**src/rtl/ffea_pkg.sv**
```systemverilog
`timescale 1ns / 1ps
// ----------------------------------------------------------------------------
// First-fit extent allocator package
// Shared codes, defaults and the control group that drives every cell.
// ----------------------------------------------------------------------------
package ffea_pkg;

    localparam int MAX_EXTENTS_DEF = 16;
    localparam int ADDR_BITS_DEF   = 38;

    typedef enum logic
    {
        ACT_ALLOC = 1'b0,
        ACT_FREE  = 1'b1
    } action_t;

    typedef enum logic [1:0]
    {
        ST_OK     = 2'd0,
        ST_NO_FIT = 2'd1,
        ST_FULL   = 2'd2
    } status_t;

    typedef enum logic
    {
        CFG_POOL_BASE = 1'b0,
        CFG_POOL_SIZE = 1'b1
    } cfg_index_t;

    typedef struct packed
    {
        logic load;
        logic alloc;
        logic shift;
    } cell_ctrl_t;

endpackage

```
**src/rtl/ffea_cell.sv**
```systemverilog
`timescale 1ns / 1ps
// ----------------------------------------------------------------------------
// Extent cell
// Holds one free extent, checks it against the request and takes part in
// the first-fit priority chain and the shift-insert on free.
// ----------------------------------------------------------------------------
module ffea_cell #(
    parameter int   ADDR_BITS = ffea_pkg::ADDR_BITS_DEF,
    parameter logic HEAD      = 1'b0
) (
    input  logic                  clk,
    input  logic                  rst_n,
    input  ffea_pkg::cell_ctrl_t  ctrl,
    input  logic [ADDR_BITS-1:0]  load_base,
    input  logic [ADDR_BITS:0]    load_len,
    input  logic [ADDR_BITS:0]    req_size,
    input  logic                  prev_valid,
    input  logic [ADDR_BITS-1:0]  prev_base,
    input  logic [ADDR_BITS:0]    prev_len,
    input  logic                  hit_in,
    input  logic [ADDR_BITS-1:0]  addr_in,
    output logic                  valid,
    output logic [ADDR_BITS-1:0]  base,
    output logic [ADDR_BITS:0]    len,
    output logic                  hit_out,
    output logic [ADDR_BITS-1:0]  addr_out
);

    localparam logic [ADDR_BITS:0] RST_LEN = HEAD ? {1'b1, {ADDR_BITS{1'b0}}} : '0;

    logic                 valid_reg;
    logic                 valid_next;
    logic [ADDR_BITS-1:0] base_reg;
    logic [ADDR_BITS-1:0] base_next;
    logic [ADDR_BITS:0]   len_reg;
    logic [ADDR_BITS:0]   len_next;
    logic                 fit;
    logic                 take;
    logic [ADDR_BITS:0]   rest;
    logic [ADDR_BITS-1:0] carve_addr;

    always_comb
    begin
        fit        = valid_reg && (len_reg >= req_size);
        take       = fit && !hit_in;
        rest       = len_reg - req_size;
        carve_addr = base_reg + rest[ADDR_BITS-1:0];
        hit_out    = hit_in | fit;
        addr_out   = take ? carve_addr : addr_in;
    end

    always_comb
    begin
        valid_next = valid_reg;
        base_next  = base_reg;
        len_next   = len_reg;
        priority if (ctrl.load)
        begin
            valid_next = HEAD;
            base_next  = load_base;
            len_next   = load_len;
        end
        else if (ctrl.shift)
        begin
            valid_next = prev_valid;
            base_next  = prev_base;
            len_next   = prev_len;
        end
        else if (ctrl.alloc && take)
        begin
            len_next = rest;
        end
    end

    always_ff @(posedge clk or negedge rst_n)
    begin
        if (!rst_n)
        begin
            valid_reg <= HEAD;
            base_reg  <= '0;
            len_reg   <= RST_LEN;
        end
        else
        begin
            valid_reg <= valid_next;
            base_reg  <= base_next;
            len_reg   <= len_next;
        end
    end

    assign valid = valid_reg;
    assign base  = base_reg;
    assign len   = len_reg;

endmodule

```
**config.mk**
```make
export PLATFORM = sky130hd
export DESIGN_NAME = ffea_cell
export DESIGN_NICKNAME = d
export VERILOG_FILES = /design/src/rtl/ffea_pkg.sv /design/src/rtl/ffea_cell.sv
export SDC_FILE = /design/constraint.sdc
export NUM_CORES = 1
export LEC_CHECK = 0
export BUFFER_PORTS_ARGS = -buffer_cell sky130_fd_sc_hd__buf_2
export CAP_MARGIN = 40
export CORE_ASPECT_RATIO = 0.5
export CORE_MARGIN = 3
export CORE_UTILIZATION = 40
export DETAILED_ROUTE_END_ITERATION = 7
export GPL_TIMING_DRIVEN = 0
export PLACE_DENSITY = 0.69
export SETUP_SLACK_MARGIN = 0.2
export SLEW_MARGIN = 25
export SYNTH_ARGS = -nofsm -noshare
export SYNTH_HDL_FRONTEND = slang
export SYNTH_SLANG_ARGS = --single-unit
```
**constraint.sdc**
```tcl
create_clock -name clk -period 7.5 [get_ports clk]
set_input_delay 1.125 -clock clk [delete_from_list [all_inputs] [get_ports clk]]
set_output_delay 1.125 -clock clk [all_outputs]
set_load 0.01 [all_outputs]
```
==> results of run 1 <==
area by class of cell:
| type | count | area, um^2 | area share |
|---|---|---|---|
| Antenna cell | 3 | 7.507 | 0.0006527 |
| Buffer | 61 | 276.5 | 0.02404 |
| Clock buffer | 10 | 229.0 | 0.01991 |
| Clock inverter | 6 | 38.79 | 0.003373 |
| Inverter | 54 | 202.7 | 0.01762 |
| Multi-Input combinational cell | 976 | 6599 | 0.5738 |
| Sequential cell | 78 | 1952 | 0.1697 |
| Tap cell | 292 | 365.4 | 0.03177 |
| Timing Repair Buffer | 357 | 1831 | 0.1592 |
kinds of logic (layout without fill, tap and decap cells):
family                     count (synthesis)  after routing
AOI/OAI and AO/OA                        414            414
and+or+nand+nor                          349            349
buffers and inverters                    115            488
adders and majority gates                 83             83
DFF                                       78             78
muxes                                     68             68
xor gates and xnor gates                  62             62
other                                      0              3
cells in the final DEF, fill, tap and decap left out, drive strengths merged, types with 16 or more instances in the layout:
cell,instances
o21ai,130
inv,53
nand3,20
a21oi,94
a211oi,16
clkbuf,52
mux2i,57
ha,81
nand2,174
xnor2,32
buf,376
o31ai,19
dfrtp,78
xor2,29
nor3,19
a21o,51
nor2,65
power groups by stage:
stage	logic, mW	clock network, mW	registers [mW]
2_1_floorplan	1.29	0	0.548
3_3_place_gp	1.93	0	0.537
3_5_place_dp	1.95	0	0.540
4_1_cts	1.96	0.435	0.532
5_1_grt	2.22	0.450	0.540
6_report	2.06	0.432	0.533
worst max-delay path, stage by stage:
cell,delay (ns)
buf_2,0.08
inv_1,0.04
ha_1,0.39
a21oi_1,0.46
o21ai_0,0.21
a211oi_1,0.26
a211oi_1,0.18
o21bai_1,0.37
mux2_2,0.39
nor2_2,0.37
ha_1,0.30
nand2_1,0.16
nor2_1,0.16
and3_1,0.21
nand4_1,0.11
or3_1,0.36
a311o_1,0.35
xor2_1,0.25
o21ai_1,0.09
buf_2,0.15
timing repair:
| action | CTS | global route |
|---|---|---|
| pin swaps | 0 | 2 |
| buffers inserted | 0 | 2 |
| cloned | 0 | 0 |
| endpoints found under the hold margin | 0 | 0 |
| setup endpoints to repair | 2 | 14 |
| resized for setup | 1 | 16 |
| hold buffers | 0 | 0 |
path summary, 6_finish.rpt:
path | to | slack (ns) | cells after the start
max reg2reg | len[1] | 3.80 | 11
max | addr_out[37] | 0.36 | 20
min in group asynchronous | len[8] | 0.59 | 1
min | len[15] | 0.52 | 1
min reg2reg | len[15] | 0.52 | 1
max in group asynchronous | len[28] | 6.32 | 2
through the flow:
step                      worst slack (ns)  hold slack (ns)  instance area, um^2  std cells  total power [mW]
final                               0.3557           0.5206                11500       1837             3.023
after detailed placement            0.1258           0.5103                11130       1816             2.488
after floorplan                      1.417           0.5371                 8946       1169             1.842
after CTS                           0.2082           0.5243                11400       1832             2.931
after global placement             0.09453           0.4976                11080       1814             2.463
after global routing                0.1703           0.5501                11500       1837             3.214
metal layers:
metal	GRT usage	part of all wire
met1	0.4485	0.44
met2	0.4751	0.44
met3	0.08154	0.097
met4	0.08811	0.026
met5	0	0
==> flow_summary_export.csv, run 1 <==
group,metric,value,unit
sta,rsz0062_at_grt,"no",
synth,postSynth.asyncResetShare,1.000,
floorplanning,floorplan.io_pins,355,
drt,final_antenna_net_count,0,
placement,gp_congestion,0.9668,
pwr,p_sw_frac,0.5086,
pwr,cellLeakagePower,5.987,nW
drt,drt-initial-drc-count,1000,
global_routing,grt_max_degree,63,
synth,ys.warnings.count,0,
clocking,cts.root.buffer_cell,"clkbuf_16",
pwr,internal_power,1.486,mW
critical_path,nature_of_the_critical_path_endpoint,"primary output",
clocking,tritoncts,"yes",
sta,timing.final.crit_period,7.144,ns
sta,slew_headroom,0.4029,
global_routing,first_global_vias,9987,
synth,synth_seq_cells,78,
flow_run,drv.max_cap_violation_count,0,
drt,detailed_route_wire_length,40020,um
synth,synth_top_area_cell,"dfrtp_1",
finish,area_growth,28.56,%
clocking,clock_latency,0.38,ns
min_path,worstHoldStart,"len[15]",
critical_path,worstSetupStartpointType,"input pin",
synth,synth_nets,1490,
finish,final_util,0.5412,
critical_path,worstSetupPathType,"in2out",
synth,synth-xor-area-share,0.06224,
synth,seq_area_frac_synth,0.2182,
sta,finClkSkew,0.01638,ns
finish,final.fill_count,2105,
synth,synth_area_per_cell,7.653,um^2
floorplanning,initial_cell_density_of_the_core,0.4210,
finish,largest_register_ff_count,39,
critical_path,crit_start,"req_size[12]",
synth,synth-simple-area-share,0.1734,
global_routing,grt_pass1_wl,59080,um
synth,postSynthCellCount,1169,
drt,drt_first_pass_iters,6,
min_path,min-delay-path-class,"reg2reg",
synth,share_of_the_synthesized_area_in_compound_gates_ao_oa_aoi_oai,0.2964,
global_routing,grt_antenna_before_repair,3,
finish,net_count_final,1858,
global_routing,grt.total_usage,0.3161,
drt,route.detailed.drc,0,
critical_path,worst_r2r_startpoint,"len[12]",
clocking,number_of_h_tree_branching_levels,3,
run_status,outcome,"finished, final reports clean",
synth,number_of_synthesized_flops_with_an_enable_pin,0,
placement,dpl.hpwl,32680,um
floorplanning,die_width,217.5,um
sta,setup-violations-final,0,
sta,max_freq,140.0,MHz
pwr,power_frac_seq,0.176,
synth,synth_top_area_share,0.2182,
sta,max_slew.worst_pin.slew,0.8956,ns
pwr,comb_power_share,0.681,
critical_path,path_max_fanout,7,
synth,synth_top_family_by_area,"compound AO/OA/AOI/OAI gates",
drt,wl_per_cell,21.79,um
floorplanning,fp.coreArea,0.02125,mm^2
synth,synth_mux_area_frac,0.07846,
synth,synth.top_cells.by_count,"nand2_1 (174), o21ai_0 (120), a21oi_1 (93), ha_1 (81), dfrtp_1 (78)",
sta,finalMaxSlewViolations,0,
clocking,cts.reportedPaths.clkPinSlew,0.06,ns
clocking,cts_inserted_buffers,9,
pwr,power.share.clock,0.143,
sta,fin_tns_setup,0,ns
drt,vias_per_cell,5.797,
pwr,peak_supply_drop,0.00009951,V
synth,yosys_most_used_dff,"dfrtp_1",
critical_path,worst_ep_arrival_time,6.02,ns
pwr,power.density_cell_area,262.9,mW/mm^2
sta,hold_viol_final,0,
synth,yosysMostFrequentCell,"nand2_1",
synth,synth_top_cells_by_area,"dfrtp_1 (22%), ha_1 (11%), nand2_1 (7.3%)",
synth,ys_types,75,
pwr,sw_power,1.538,mW
floorplanning,die_height,111.8,um
placement,port_buffers,353,
floorplanning,die_area,0.02431,mm^2
floorplanning,rows,37,
synth,yosys.area_share.adder,0.1178,
finish,post_route_cells_drive_above_1_share,0.2743,
global_routing,overflow_left_after_global_routing,0,
clocking,clock_path_buffers,2,
critical_path,critical_path_required,6.38,ns
drt,detailroute.via_count,10650,
clocking,clkSinkCount,78,
synth,syn_area,0.008946,mm^2
sta,finalCritPeriodShare,0.9526,
(Power assumes the default switching activity.)
==> run 2, diff against run 1 <==
--- a/config.mk
+++ b/config.mk
@@ -9,10 +9,10 @@
 export CAP_MARGIN = 40
 export CORE_ASPECT_RATIO = 0.5
 export CORE_MARGIN = 3
-export CORE_UTILIZATION = 40
+export CORE_UTILIZATION = 50
 export DETAILED_ROUTE_END_ITERATION = 7
 export GPL_TIMING_DRIVEN = 0
-export PLACE_DENSITY = 0.69
+export PLACE_DENSITY = 0.83
 export SETUP_SLACK_MARGIN = 0.2
 export SLEW_MARGIN = 25
 export SYNTH_ARGS = -nofsm -noshare
==> flow_summary_export.csv, run 2 (synthesized netlist as in run 1, its figures left out) <==
group,metric,value,unit
critical_path,crit_slowest_cell,"or3_1",
global_routing,first_global_vias,10200,
clocking,cts_inserted_buffers,9,
clocking,number_of_h_tree_branching_levels,3,
pwr,cellLeakagePower,6.015,nW
clocking,clkSinkCount,78,
clocking,clock_latency,0.35,ns
min_path,worstHoldStart,"len[15]",
drt,detailroute.via_count,10730,
run_status,outcome,"finished, final reports clean",
pwr,internal_power,1.564,mW
pwr,p_sw_frac,0.4892,
finish,final.fill_count,1509,
floorplanning,floorplan.io_pins,355,
global_routing,grt_antenna_before_repair,1,
floorplanning,fp.coreArea,0.01693,mm^2
sta,rsz0062_at_grt,"no",
global_routing,grt_pass1_wl,55690,um
sta,fin_tns_setup,0,ns
finish,most_common_cell_after_layout_fill_and_taps_aside,"buf_2",
global_routing,grt.total_usage,0.3666,
drt,drt_first_pass_iters,6,
floorplanning,die_height,100.6,um
critical_path,nature_of_the_critical_path_endpoint,"primary output",
critical_path,critical_path_required,6.38,ns
clocking,cts.reportedPaths.clkPinSlew,0.06,ns
critical_path,cp_buf_inv_count,4,
min_path,min-delay-path-class,"reg2reg",
finish,area_growth,28.14,%
pwr,power_frac_seq,0.174,
clocking,post_cts_setup_buffers,0,
pwr,power.share.clock,0.164,
finish,net_count_final,1857,
floorplanning,rows,33,
floorplanning,die_width,195.2,um
critical_path,cpPeakStageDelay,0.37,ns
finish,final_util,0.6772,
sta,max_slew.worst_pin.slew,0.9063,ns
sta,timing.final.crit_period,7.101,ns
sta,max_freq,140.8,MHz
clocking,clock_path_buffers,2,
critical_path,timing.critical_path.max_delay_family,"compound AO/OA/AOI/OAI gates",
sta,setup-violations-final,0,
sta,fin_hold_ws,0.5215,ns
sta,fin_ws,0.3986,ns
floorplanning,die_area,0.01963,mm^2
sta,finalCritPeriodShare,0.9468,
finish,post_route_cells_drive_above_1_share,0.2753,
drt,drt-initial-drc-count,931,
sta,hold_viol_final,0,
placement,port_buffers,353,
finish,largest_register_ff_count,39,
critical_path,crit_start,"req_size[7]",
clocking,tritoncts,"yes",
clocking,cts.root.buffer_cell,"clkbuf_16",
critical_path,worstSetupStartpointType,"input pin",
drt,final_antenna_net_count,0,
placement,gp_congestion,0.9950,
finish,layout_common_cells,"buf_2 (359), nand2_1 (174), o21ai_0 (120)",
critical_path,cp_cell_sequence,"buf_2, inv_1, ha_1, and2_1, or3_1, o21ai_2, o211ai_1, a31oi_2, o21bai_1, xnor2_2, ha_1, clkbuf_1, a21oi_1, o22ai_1, a311o_1, a21o_1, a21o_1, a21oi_1, nand2_1, xor2_1, mux2_2, buf_2",
drt,detailed_route_wire_length,37900,um
critical_path,worst_r2r_startpoint,"len[12]",
pwr,peak_supply_drop,0.0001206,V
floorplanning,initial_cell_density_of_the_core,0.5285,
sta,slew_headroom,0.3915,
pwr,sw_power,1.498,mW
placement,dpl_worst_slack,0.1860,ns
global_routing,grt_max_degree,34,
clocking,cts.hold.buffers_added,0,
finish,seqCellArea,0.001952,mm^2
drt,route.detailed.drc,0,
sta,finClkSkew,0.006448,ns
drt,vias_per_cell,6.070,
critical_path,worstSetupPathType,"in2out",
pwr,power.density_cell_area,267.2,mW/mm^2
critical_path,path_max_fanout,7,
pwr,comb_power_share,0.662,
placement,dpl.hpwl,30860,um
critical_path,worst_ep_arrival_time,5.98,ns
global_routing,overflow_left_after_global_routing,0,
finish,area_used_by_multi_input_combinational_logic,0.006603,mm^2
sta,finalMaxSlewViolations,0,
drt,wl_per_cell,21.44,um
flow_run,drv.max_cap_violation_count,0,
run 2: changes by cell type in the layout (fill, tap and decap cells not counted), moves of 2 or more:
| cell | before | now |
|---|---|---|
| o21ai_0 | 117 | 120 |
| clkbuf_8 | 0 | 2 |
| o21ai_1 | 12 | 9 |
| buf_12 | 0 | 2 |
| bufinv_16 | 0 | 2 |
| diode_2 | 3 | 1 |
| clkinvlp_4 | 2 | 0 |
run 2: layout make-up:
type                            count  share of cell area
Timing Repair Buffer              356              0.1588
Sequential cell                    78              0.1703
Inverter                           54             0.01768
Tap cell                          227             0.02478
Clock inverter                      4            0.006112
Clock buffer                       11             0.02205
Multi-Input combinational cell    976              0.5760
Antenna cell                        1           0.0002183
Buffer                             61             0.02412
run 2: per-layer routing:
layer | track usage | up-vias | wire length [um] | part of all wire
li1 | - | 4968 | - | -
met1 | 0.4921 | 5061 | 15940 | 0.42
met2 | 0.5728 | 603 | 16460 | 0.43
met3 | 0.1162 | 97 | 4379 | 0.12
met4 | 0.1045 | 2 | 1108 | 0.029
met5 | 0 | - | 12 | 0.00032
run 2: timing repair:
item,in CTS,in global routing
gates resized for setup,1,13
pin swaps,0,1
setup endpoints to repair,1,10
run 2: power by group through the flow:
stage | Clock (mW) | Combinational (mW) | Sequential (mW)
after floorplan | 0 | 1.29 | 0.548
after global placement | 0 | 1.89 | 0.536
after detailed placement | 0 | 1.92 | 0.539
after CTS | 0.505 | 1.94 | 0.531
after global routing | 0.518 | 2.19 | 0.539
final | 0.503 | 2.03 | 0.534
run 2: worst paths after layout:
path | cells after the start | endpoint | slack [ns]
max | 22 | addr_out[35] | 0.40
min | 1 | len[15] | 0.52
max reg2reg | 11 | len[0] | 3.86
min reg2reg | 1 | len[15] | 0.52
max in group asynchronous | 3 | len[31] | 6.12
min in group asynchronous | 1 | base[10] | 0.65
run 2: per-stage QoR:
stage,cells,total power [mW],area (um^2)
2_1_floorplan,1169,1.842,8946
3_3_place_gp,1749,2.430,11000
3_5_place_dp,1752,2.458,11050
4_1_cts,1767,2.971,11380
5_1_grt,1767,3.245,11460
6_report,1768,3.063,11460
